[config.mk]
export PLATFORM = sky130hd
export DESIGN_NAME = wsd_mul
export DESIGN_NICKNAME = d
export VERILOG_FILES = /design/src/rtl/wsd_mul.sv
export SDC_FILE = /design/constraint.sdc
export NUM_CORES = 2
export LEC_CHECK = 0
export ABC_AREA = 1
export BUFFER_PORTS_ARGS = -buffer_cell sky130_fd_sc_hd__buf_2
export CELL_PAD_IN_SITES_DETAIL_PLACEMENT = 0
export CELL_PAD_IN_SITES_GLOBAL_PLACEMENT = 1
export CORE_MARGIN = 1.5
export CORE_UTILIZATION = 54
export DETAILED_ROUTE_END_ITERATION = 10
export GPL_TIMING_DRIVEN = 0
export PLACE_DENSITY = 0.94
export SLEW_MARGIN = 20
export SYNTH_ARGS = -nofsm -noshare
export SYNTH_HDL_FRONTEND = slang
export SYNTH_SLANG_ARGS = --single-unit
export TNS_END_PERCENT = 50
[constraint.sdc]
create_clock -name clk -period 11.8 [get_ports clk]
set_clock_uncertainty 0.15 [all_clocks]
set_input_delay 1.18 -clock clk [delete_from_list [all_inputs] [get_ports clk]]
set_output_delay 1.18 -clock clk [all_outputs]
set_load 0.01 [all_outputs]
[src/rtl/wsd_mul.sv]
// two-stage signed multiplier built from registered 33x33 limb products
module wsd_mul #(
  parameter int AW = 32,
  parameter int BW = 32
) (
  input  logic                    clk,
  input  logic signed [AW-1:0]    a,
  input  logic signed [BW-1:0]    b,
  output logic signed [AW+BW-1:0] p
);
  localparam int LIMB_W = 32;
  localparam int NA = (AW + LIMB_W - 1) / LIMB_W;
  localparam int NB = (BW + LIMB_W - 1) / LIMB_W;
  localparam int EA = NA * LIMB_W;
  localparam int EB = NB * LIMB_W;
  localparam int PW = AW + BW;

  logic signed [EA-1:0]         a_ext;
  logic signed [EB-1:0]         b_ext;
  logic signed [2*LIMB_W+1:0]   pp_r [NA][NB];
  logic signed [PW-1:0]         sum_nxt;
  logic signed [PW-1:0]         p_r;

  assign a_ext = EA'(a);
  assign b_ext = EB'(b);

  // lower limbs unsigned, top limb carries the sign
  for (genvar i = 0; i < NA; i++) begin : g_row
    for (genvar j = 0; j < NB; j++) begin : g_col
      logic signed [LIMB_W:0] la;
      logic signed [LIMB_W:0] lb;
      assign la = (i == NA - 1) ? {a_ext[EA-1], a_ext[i*LIMB_W +: LIMB_W]}
                                : {1'b0, a_ext[i*LIMB_W +: LIMB_W]};
      assign lb = (j == NB - 1) ? {b_ext[EB-1], b_ext[j*LIMB_W +: LIMB_W]}
                                : {1'b0, b_ext[j*LIMB_W +: LIMB_W]};
      always_ff @(posedge clk) begin
        pp_r[i][j] <= la * lb;
      end
    end
  end

  always_comb begin
    sum_nxt = '0;
    for (int i = 0; i < NA; i++) begin
      for (int j = 0; j < NB; j++) begin
        sum_nxt = sum_nxt + (PW'(pp_r[i][j]) <<< ((i + j) * LIMB_W));
      end
    end
  end

  always_ff @(posedge clk) begin
    p_r <= sum_nxt;
  end

  assign p = p_r;

endmodule

==> results by group <==
Global routing
  – Total grt overflow: 0
  – Initial antenna violation count: 5
  – First-pass GRT wire length: 224,000 um
  – All-Layer GR Usage: 40.0%
  – Largest net degree at the start of global routing: 24
  – Number of global-route vias before repair: 35,100

Die
  – IO Count: 129
  – Die area: 78,200 sq um
  – Initial core utilization: 54.5%
  – Core outline area: 75,800 sq um
  – Die width: 280 um
  – Die height: 280 um
  – Site Rows: 101

Logic synthesis
  – Top cell type by total area after synthesis: fa_1
  – EDFF count, synth: 0
  – Cell with the most instances after synthesis: inv_1
  – Seq/Total Area, Yosys: 6.20%
  – Ranking of synthesized cells by area: fa_1, inv_1, nand2_1
  – Synth unique cells: 29
  – Most common flop cell mapped by yosys: dfxtp_1
  – Avg Cell Area, Syn: 8.01 sq um
  – Commonest cells in the netlist: inv_1, nand2_1, fa_1
  – Post-Syn Nets: 6,494
  – FFs w/ async S/R, synth: 0%
  – Post-synth top area share: 52.4%
  – Post-Syn Area: 41,300 sq um
  – Cells after synthesis: 5,163
  – Syn. warnings: 0
  – Post-synthesis register bit count: 128

STA
  – Worst-Margin Slew: 1.22 ns
  – Max Freq: 103 MHz
  – Slew Limit Fails: 0
  – RSZ-0062 raised after global routing: no
  – Slew headroom: 18.7%
  – Final period util: 82.1%
  – Setup TNS: 0 ns
  – Final Setup Violations: 0
  – Hold Vio Cnt, Final: 0
  – Setup ws final: 2.12 ns
  – Tmin final: 9.68 ns

Drt
  – Detailed Route WL: 149,000 um
  – DRT Pass-1 Iters: 6
  – DRT iter0 DRCs: 3,205
  – DR DRC count: 0
  – Post-DR wirelength/cell: 23.6 um
  – Via count: 33,400
  – Routed Antenna Nets: 0
  – DR vias/cell: 5.29

Layout
  – Final design utilization: 57.8%
  – Synth-to-layout area growth: 6.04%
  – Area of the multi-input gates: 31,700 sq um
  – Fraction of layout cells with a size suffix above 1: 4.06%
  – Sequential Area: 2560 sq um
  – Nets: 6,642
  – Layout fillers: 7,083

CTS
  – CTS Hold Buffers Added: 0
  – H-tree levels: 4
  – Setup bufs post-CTS: 0
  – Clk slew on worst S/H paths: 0.06 ns
  – CTS tree: done
  – CTS Sinks: 128
  – Clock Tree Buf Depth: 2
  – Clk root buf: clkbuf_16
  – Inserted Clock Buffers: 17
  – Clock Latency Late Sink: 0.42 ns
  – Resized Gates After CTS: 0

Critical path
  – CP endpoint kind: flip-flop
  – Crit Path Max Fanout: 10
  – CP Data Required Time: 11.95 ns
  – Worst r2r src: pp_r[0][47]
  – Crit path DAT: 9.83 ns
  – CP Class: in2reg
  – FF-to-FF End: p[47]
  – Setup slack, reg-to-reg: 11.22 ns
  – Reg2reg path depth: 0
  – Type of origin of the critical path: primary input

Hold path
  – Worst hold path cell count: 0
  – Hold path endpoint: p[23]
  – Worst min-delay path startpoint: pp_r[0][23]
  – Min-Delay Path Class: reg2reg

Job
  – Max cap viols: 0

Placed design
  – Dpl ws: 1.73 ns
  – Dpl hpwl: 130,000 um
  – Buffers on Ports: 128
  – Gpl congestion: 1.03

Run status
  – Outcome: finished clean
==> routing by layer <==
layer | vias up | GRT usage [%] | part of all wire [%]
met5 | - | 0 | 0.023
met4 | 4 | 20.8 | 6.3
met3 | 425 | 10.5 | 12
met2 | 1883 | 62.0 | 45
met1 | 16700 | 52.0 | 37
li1 | 14400 | - | -
==> kinds of logic (layout without fill, tap and decap cells) <==
group | after synthesis | after routing | synth area share, %
compound gates | 92 | 92 | 1.21
xor+xnor | 38 | 38 | 0.805
fa+ha+maj | 1266 | 1266 | 58.0
buf+inv | 1883 | 2044 | 17.1
flops | 128 | 128 | 6.20
other cells | 0 | 9 | 0
simple gates | 1756 | 1756 | 16.7
==> flip-flops by register name, summed over array words and instances, names as in the netlist <==
name	count
pp_r	64
p	64
==> metrics by stage <==
stage	cell area, sq um	std cells	hold WS [ns]
finish	43800	6311	0.170
global route	43800	6302	0.172
CTS	43800	6301	0.169
detailed placement	43200	6269	0.162
global placement	43200	6269	0.162
floorplan	41300	5163	0.160
==> layout by cell type, fill, tap and decap left out, types with 7 or more instances in the layout <==
cell type	n
nand4_1	12
diode_2	9
or2_2	7
buf_2	128
clkbuf_16	17
ha_1	184
a21oi_1	58
nor2_1	119
xor2_1	32
nand3_1	70
nor2_2	15
inv_1	1691
clkbuf_1	186
dfxtp_1	128
o21bai_1	12
clkbuf_2	7
o21ai_0	16
fa_1	1081
nand2_1	1494
nand2_2	12
==> worst max path at each step <==
stage          start     endpoint  slack, ns  cells past startpoint
2_1_floorplan  a[31]  pp_r[0][62]       3.81                     25
3_3_place_gp   a[31]  pp_r[0][56]       1.74                     27
3_5_place_dp   a[31]  pp_r[0][56]       1.73                     27
4_1_cts        a[31]  pp_r[0][56]       2.13                     27
5_1_grt        a[31]  pp_r[0][61]       1.80                     28
6_report       a[31]  pp_r[0][56]       2.12                     27
==> layout make-up <==
cell class | instances | area share, %
antenna | 9 | 0.0514
buffer | 192 | 1.66
clock buffer | 18 | 0.979
clock inverter | 14 | 0.357
inverter | 1691 | 14.5
multi-input combinational | 3152 | 72.3
sequential | 128 | 5.85
tap | 978 | 2.79
timing repair buffer | 129 | 1.49
==> critical path: stages <==
cell	delay, ns
buf_2	0.12
clkbuf_1	0.77
nand2_1	0.30
inv_1	0.17
fa_1	0.40
inv_1	0.32
fa_1	0.49
inv_1	0.25
fa_1	0.51
fa_1	0.90
inv_1	0.44
fa_1	0.60
inv_1	0.06
fa_1	0.53
inv_1	0.05
fa_1	0.48
fa_1	0.52
inv_1	0.04
ha_1	0.39
a21oi_1	0.34
o21ai_0	0.20
a21oi_1	0.24
nand2_1	0.09
a21oi_1	0.22
nand2_1	0.08
nand2_1	0.06
nand2_1	0.05
Power is left out: the tool's default activity adds up to more than one toggle a clock period on the data nets, which glitch-free logic cannot reach.
