**config.mk**
```make
export PLATFORM = sky130hd
export DESIGN_NAME = wsd_dot3
export DESIGN_NICKNAME = d
export VERILOG_FILES = /design/src/rtl/wsd_mul.sv /design/src/rtl/wsd_dot3.sv
export SDC_FILE = /design/constraint.sdc
export NUM_CORES = 2
export LEC_CHECK = 0
export ABC_AREA = 0
export BUFFER_PORTS_ARGS = -buffer_cell sky130_fd_sc_hd__buf_4
export CAP_MARGIN = 20
export CORE_UTILIZATION = 45
export CTS_CLUSTER_DIAMETER = 200
export DETAILED_ROUTE_END_ITERATION = 8
export PLACE_DENSITY = 0.69
export SYNTH_ARGS = -nofsm -noshare
export SYNTH_HDL_FRONTEND = slang
export SYNTH_SLANG_ARGS = --single-unit
```
**constraint.sdc**
```tcl
create_clock -name clk -period 8.93 [get_ports clk]
set_input_delay 0.893 -clock clk [delete_from_list [all_inputs] [get_ports clk]]
set_output_delay 0.893 -clock clk [all_outputs]
set_load 0.1 [all_outputs]
```
**src/rtl/wsd_mul.sv**
```systemverilog
// two-stage signed multiplier built from registered 33x33 limb products
module wsd_mul #(
  parameter int AW = 32,
  parameter int BW = 32
) (
  input  logic                    clk,
  input  logic signed [AW-1:0]    a,
  input  logic signed [BW-1:0]    b,
  output logic signed [AW+BW-1:0] p
);
  localparam int LIMB_W = 32;
  localparam int NA = (AW + LIMB_W - 1) / LIMB_W;
  localparam int NB = (BW + LIMB_W - 1) / LIMB_W;
  localparam int EA = NA * LIMB_W;
  localparam int EB = NB * LIMB_W;
  localparam int PW = AW + BW;

  logic signed [EA-1:0]         a_ext;
  logic signed [EB-1:0]         b_ext;
  logic signed [2*LIMB_W+1:0]   pp_r [NA][NB];
  logic signed [PW-1:0]         sum_nxt;
  logic signed [PW-1:0]         p_r;

  assign a_ext = EA'(a);
  assign b_ext = EB'(b);

  // lower limbs unsigned, top limb carries the sign
  for (genvar i = 0; i < NA; i++) begin : g_row
    for (genvar j = 0; j < NB; j++) begin : g_col
      logic signed [LIMB_W:0] la;
      logic signed [LIMB_W:0] lb;
      assign la = (i == NA - 1) ? {a_ext[EA-1], a_ext[i*LIMB_W +: LIMB_W]}
                                : {1'b0, a_ext[i*LIMB_W +: LIMB_W]};
      assign lb = (j == NB - 1) ? {b_ext[EB-1], b_ext[j*LIMB_W +: LIMB_W]}
                                : {1'b0, b_ext[j*LIMB_W +: LIMB_W]};
      always_ff @(posedge clk) begin
        pp_r[i][j] <= la * lb;
      end
    end
  end

  always_comb begin
    sum_nxt = '0;
    for (int i = 0; i < NA; i++) begin
      for (int j = 0; j < NB; j++) begin
        sum_nxt = sum_nxt + (PW'(pp_r[i][j]) <<< ((i + j) * LIMB_W));
      end
    end
  end

  always_ff @(posedge clk) begin
    p_r <= sum_nxt;
  end

  assign p = p_r;

endmodule

```
**src/rtl/wsd_dot3.sv**
```systemverilog
// three-term signed dot product: wsd_mul products summed into a register
module wsd_dot3 #(
  parameter int AW = 16,
  parameter int BW = 16
) (
  input  logic                    clk,
  input  logic signed [AW-1:0]    a [3],
  input  logic signed [BW-1:0]    b [3],
  output logic signed [AW+BW+1:0] dot
);
  localparam int PW = AW + BW;

  logic signed [PW-1:0]   prod [3];
  logic signed [PW+1:0]   dot_r;

  for (genvar k = 0; k < 3; k++) begin : g_term
    wsd_mul #(.AW(AW), .BW(BW)) u_mul (
      .clk (clk),
      .a   (a[k]),
      .b   (b[k]),
      .p   (prod[k])
    );
  end

  always_ff @(posedge clk) begin
    dot_r <= (PW+2)'(prod[0]) + (PW+2)'(prod[1]) + (PW+2)'(prod[2]);
  end

  assign dot = dot_r;

endmodule

```
==> qor.yml <==
synthesis.area_sq_mm: 0.0360
synth_enable_flop_cells: 0
startpoint_type: "input port"
ys_seq_elements: 226
cts_htree_levels: 1
cts_setup_buffers: 0
standard_cell_core_area_sq_mm: 0.0790
drtIter0Drc: 1156
fillerInstances: 7352
syn-num-nets: 4880
hold_violations: 0
status: "complete, no violations"
timing.final.max_slew_violations: 0
critical_path_peak_fanout: 16
seq_area_frac_synth_pct: 12.6
detail_route.drc_violations: 0
number_of_input_and_output_port_buffers_inserted: 130
slew_headroom_pct: 60.3
fmax_mhz: 157
worst-slew-pin-transition_ns: 0.590
timing.critical_path.max_delay_family: "adder cells"
initial_core_utilization_pct: 45.6
antenna_cells_inserted: 0
worst_r2r_startpoint: "g_term[2].u_mul.p[1]"
rows: 103
endpoint_kind: "flip-flop"
path_buf_inv: 4
cts-buffers-inserted: 24
hp-class: "flip-flop to flip-flop"
grt_setup_unrepaired: "no"
timing.critical_path.slowest_cell_delay_ns: 0.89
worstPathCellList: "buf_4 -> nand2_1 -> inv_1 -> fa_1 -> fa_1 -> fa_1 -> fa_1 -> fa_1 -> inv_1 -> fa_1 -> inv_1 -> ha_1 -> a21o_1 -> a21o_1 -> a21oi_1 -> o21ai_0 -> o41ai_2 -> o2111ai_1 -> a21oi_1 -> xnor2_1"
worstHoldStart: "g_term[2].u_mul.pp_r[0][12]"
place.detailed.hpwl_microns: 66000
crit_path_frequent_cell: "sky130_fd_sc_hd__fa_1"
global_route.overflow_total: 0
grt_pass1_wl_microns: 136000
cts_hold_buffers: 0
multi_input_comb_area_sq_mm: 0.0278
grt_usage_pct: 20.7
root_buffer: "sky130_fd_sc_hd__clkbuf_16"
startpoint: "b[33]"
die_h_microns: 285
skew_ns: 0.0214
avgSynthCellArea_sq_um: 9.76
grt_antenna_before_repair: 1
die_x_microns: 285
drive_above_1_share_pct: 5.09
area.sequential_sq_mm: 0.00452
report.final.setup_viol: 0
maxCapViolations: 0
post_cts_resized: 0
ant_nets: 0
cp_data_required_time_ns: 9.39
cts.reportedPaths.clkPinSlew_ns: 0.06
syn-instance-count: 3686
post_drt_wl_per_cell_microns: 16.5
synth_cell_types: 61
count_of_pins_on_the_block_boundary: 131
critical_path.slowest_cell: "sky130_fd_sc_hd__fa_1"
via_count: 23899
finalWeightedCongestion: 0.881
clkSinkCount: 226
criticalPathCategory: "input port to flip-flop"
worst_skew_pair_later_pin_latency_ns: 0.53
detail_route.vias_per_cell: 4.97
area_growth_syn_to_layout_pct: 7.62
cts_buffer_depth: 3
drt_first_pass_iters: 6
ys_dominant_reg_cell: "sky130_fd_sc_hd__dfxtp_1"
via_count_of_the_first_global_routing_pass: 26579
cts_tree: "done"
floorplan_die_area_sq_mm: 0.0811
ys.warnings.count: 0
final_min_period_over_clock_period_pct: 71.2
fraction_of_registers_with_async_set_or_reset_after_synthesis_pct: 0
final.setup.tns_ns: 0
nets: 4931
total_routed_length_microns: 79200
grt_max_degree: 17
period_needed_ns: 6.35
worst_ep_arrival_time_ns: 6.81
[synthesized netlist by cell type (4+ instances only)]
| library cell | number | area, sq um |
|---|---|---|
| sky130_fd_sc_hd__inv_1 | 880 | 3300 |
| sky130_fd_sc_hd__fa_1 | 819 | 16400 |
| sky130_fd_sc_hd__nand2_1 | 399 | 1500 |
| sky130_fd_sc_hd__and2_1 | 371 | 2320 |
| sky130_fd_sc_hd__ha_1 | 278 | 3480 |
| sky130_fd_sc_hd__dfxtp_1 | 226 | 4520 |
| sky130_fd_sc_hd__clkbuf_1 | 105 | 394 |
| sky130_fd_sc_hd__xnor2_1 | 102 | 893 |
| sky130_fd_sc_hd__a21oi_1 | 99 | 495 |
| sky130_fd_sc_hd__nor2_1 | 64 | 240 |
| sky130_fd_sc_hd__o21ai_0 | 52 | 260 |
| sky130_fd_sc_hd__a21o_1 | 45 | 338 |
| sky130_fd_sc_hd__xor2_1 | 32 | 280 |
| sky130_fd_sc_hd__nand2b_1 | 25 | 156 |
| sky130_fd_sc_hd__o21bai_1 | 21 | 158 |
| sky130_fd_sc_hd__nand3_1 | 17 | 85.1 |
| sky130_fd_sc_hd__a31oi_1 | 14 | 87.6 |
| sky130_fd_sc_hd__nand4_1 | 14 | 87.6 |
| sky130_fd_sc_hd__o21a_1 | 13 | 97.6 |
| sky130_fd_sc_hd__a211oi_1 | 12 | 90.1 |
| sky130_fd_sc_hd__nor3_1 | 9 | 45.0 |
| sky130_fd_sc_hd__nor2b_1 | 7 | 43.8 |
| sky130_fd_sc_hd__a31o_2 | 6 | 52.6 |
| sky130_fd_sc_hd__and3_1 | 6 | 37.5 |
| sky130_fd_sc_hd__and4_1 | 6 | 52.6 |
| sky130_fd_sc_hd__a2111oi_0 | 5 | 43.8 |
| sky130_fd_sc_hd__o211ai_1 | 4 | 30.0 |
[logic make-up (layout without fill, tap and decap cells)]
| kind of cell | count (synthesis) | count (layout) | share of synthesized area, % |
|---|---|---|---|
| compound gates | 309 | 309 | 5.64 |
| xor+xnor | 134 | 134 | 3.26 |
| fa+ha+maj | 1097 | 1097 | 55.2 |
| buf+inv | 985 | 1054 | 10.3 |
| flops | 226 | 226 | 12.6 |
| mux | 2 | 2 | 0.0591 |
| simple gates | 933 | 933 | 13.0 |
[worst register-to-register path: stages, from the launching register on]
cell and delay (ns):
sky130_fd_sc_hd__dfxtp_1 0.35, sky130_fd_sc_hd__fa_1 0.50, sky130_fd_sc_hd__ha_1 0.18, sky130_fd_sc_hd__inv_1 0.07, sky130_fd_sc_hd__fa_1 0.45, sky130_fd_sc_hd__nor2b_1 0.14
sky130_fd_sc_hd__o21a_1 0.14, sky130_fd_sc_hd__o21ai_0 0.13, sky130_fd_sc_hd__a21oi_1 0.38, sky130_fd_sc_hd__a31oi_1 0.28, sky130_fd_sc_hd__a21boi_0 0.39, sky130_fd_sc_hd__o21a_1 0.16
sky130_fd_sc_hd__nor2_1 0.04, sky130_fd_sc_hd__xnor2_1 0.39
[cell type report]
cell class | count | share of cell area, %
clock buffer | 31 | 1.72
tap | 1050 | 3.39
multi-input combinational | 2475 | 71.7
timing repair buffer | 130 | 2.52
sequential | 226 | 11.7
clock inverter | 13 | 0.465
inverter | 880 | 8.53
[flip-flops by register name (all words and copies together) (netlist names)]
register           flops
g_term.u_mul.p        96
g_term.u_mul.pp_r     96
dot                   34
[routing by layer]
layer	GRT usage, %	part of all wire [%]	vias to the layer above
met4	5.71	2.8	0
met5	0	0	-
met1	28.0	44	12166
met2	35.1	49	600
met3	2.40	4.8	125
li1	-	-	11008
[metrics by stage]
| step | hold slack, ns | instances | instance area (sq um) | setup slack, ns | util (%) |
|---|---|---|---|---|---|
| after floorplan | 0.310 | 3686 | 36000 | 2.43 | - |
| after global placement | 0.311 | 4761 | 37900 | 2.11 | 48.0 |
| after detailed placement | 0.312 | 4761 | 37900 | 2.04 | 48.0 |
| after CTS | 0.326 | 4805 | 38700 | 2.60 | 49.0 |
| after global routing | 0.330 | 4805 | 38700 | 2.28 | 49.0 |
| final | 0.321 | 4805 | 38700 | 2.58 | 49.0 |
[final timing paths]
check	to	slack, ns	depth (start not counted)
setup / recovery	g_term[0].u_mul.pp_r[0][64]	2.58	20
hold / removal	g_term[2].u_mul.p[12]	0.32	0
setup reg to reg	dot[23]	5.16	13
hold reg to reg	g_term[2].u_mul.p[12]	0.32	0
[layout by cell type (no fill, tap or decap), types with 14 or more instances in the layout]
cell,netlist,routed
sky130_fd_sc_hd__and2_1,371,371
sky130_fd_sc_hd__a31oi_1,14,14
sky130_fd_sc_hd__nor2_1,64,64
sky130_fd_sc_hd__xnor2_1,102,102
sky130_fd_sc_hd__buf_4,0,130
sky130_fd_sc_hd__fa_1,819,819
sky130_fd_sc_hd__dfxtp_1,226,226
sky130_fd_sc_hd__a21oi_1,99,99
sky130_fd_sc_hd__nand4_1,14,14
sky130_fd_sc_hd__ha_1,278,278
sky130_fd_sc_hd__nand2b_1,25,25
sky130_fd_sc_hd__inv_1,880,880
sky130_fd_sc_hd__a21o_1,45,45
sky130_fd_sc_hd__nand3_1,17,17
sky130_fd_sc_hd__clkbuf_16,0,24
sky130_fd_sc_hd__xor2_1,32,32
sky130_fd_sc_hd__o21bai_1,21,21
sky130_fd_sc_hd__o21ai_0,52,52
sky130_fd_sc_hd__nand2_1,399,399
Power is not shown: default switching activity piles up to over one toggle a cycle in this logic, so the estimate is an artifact.
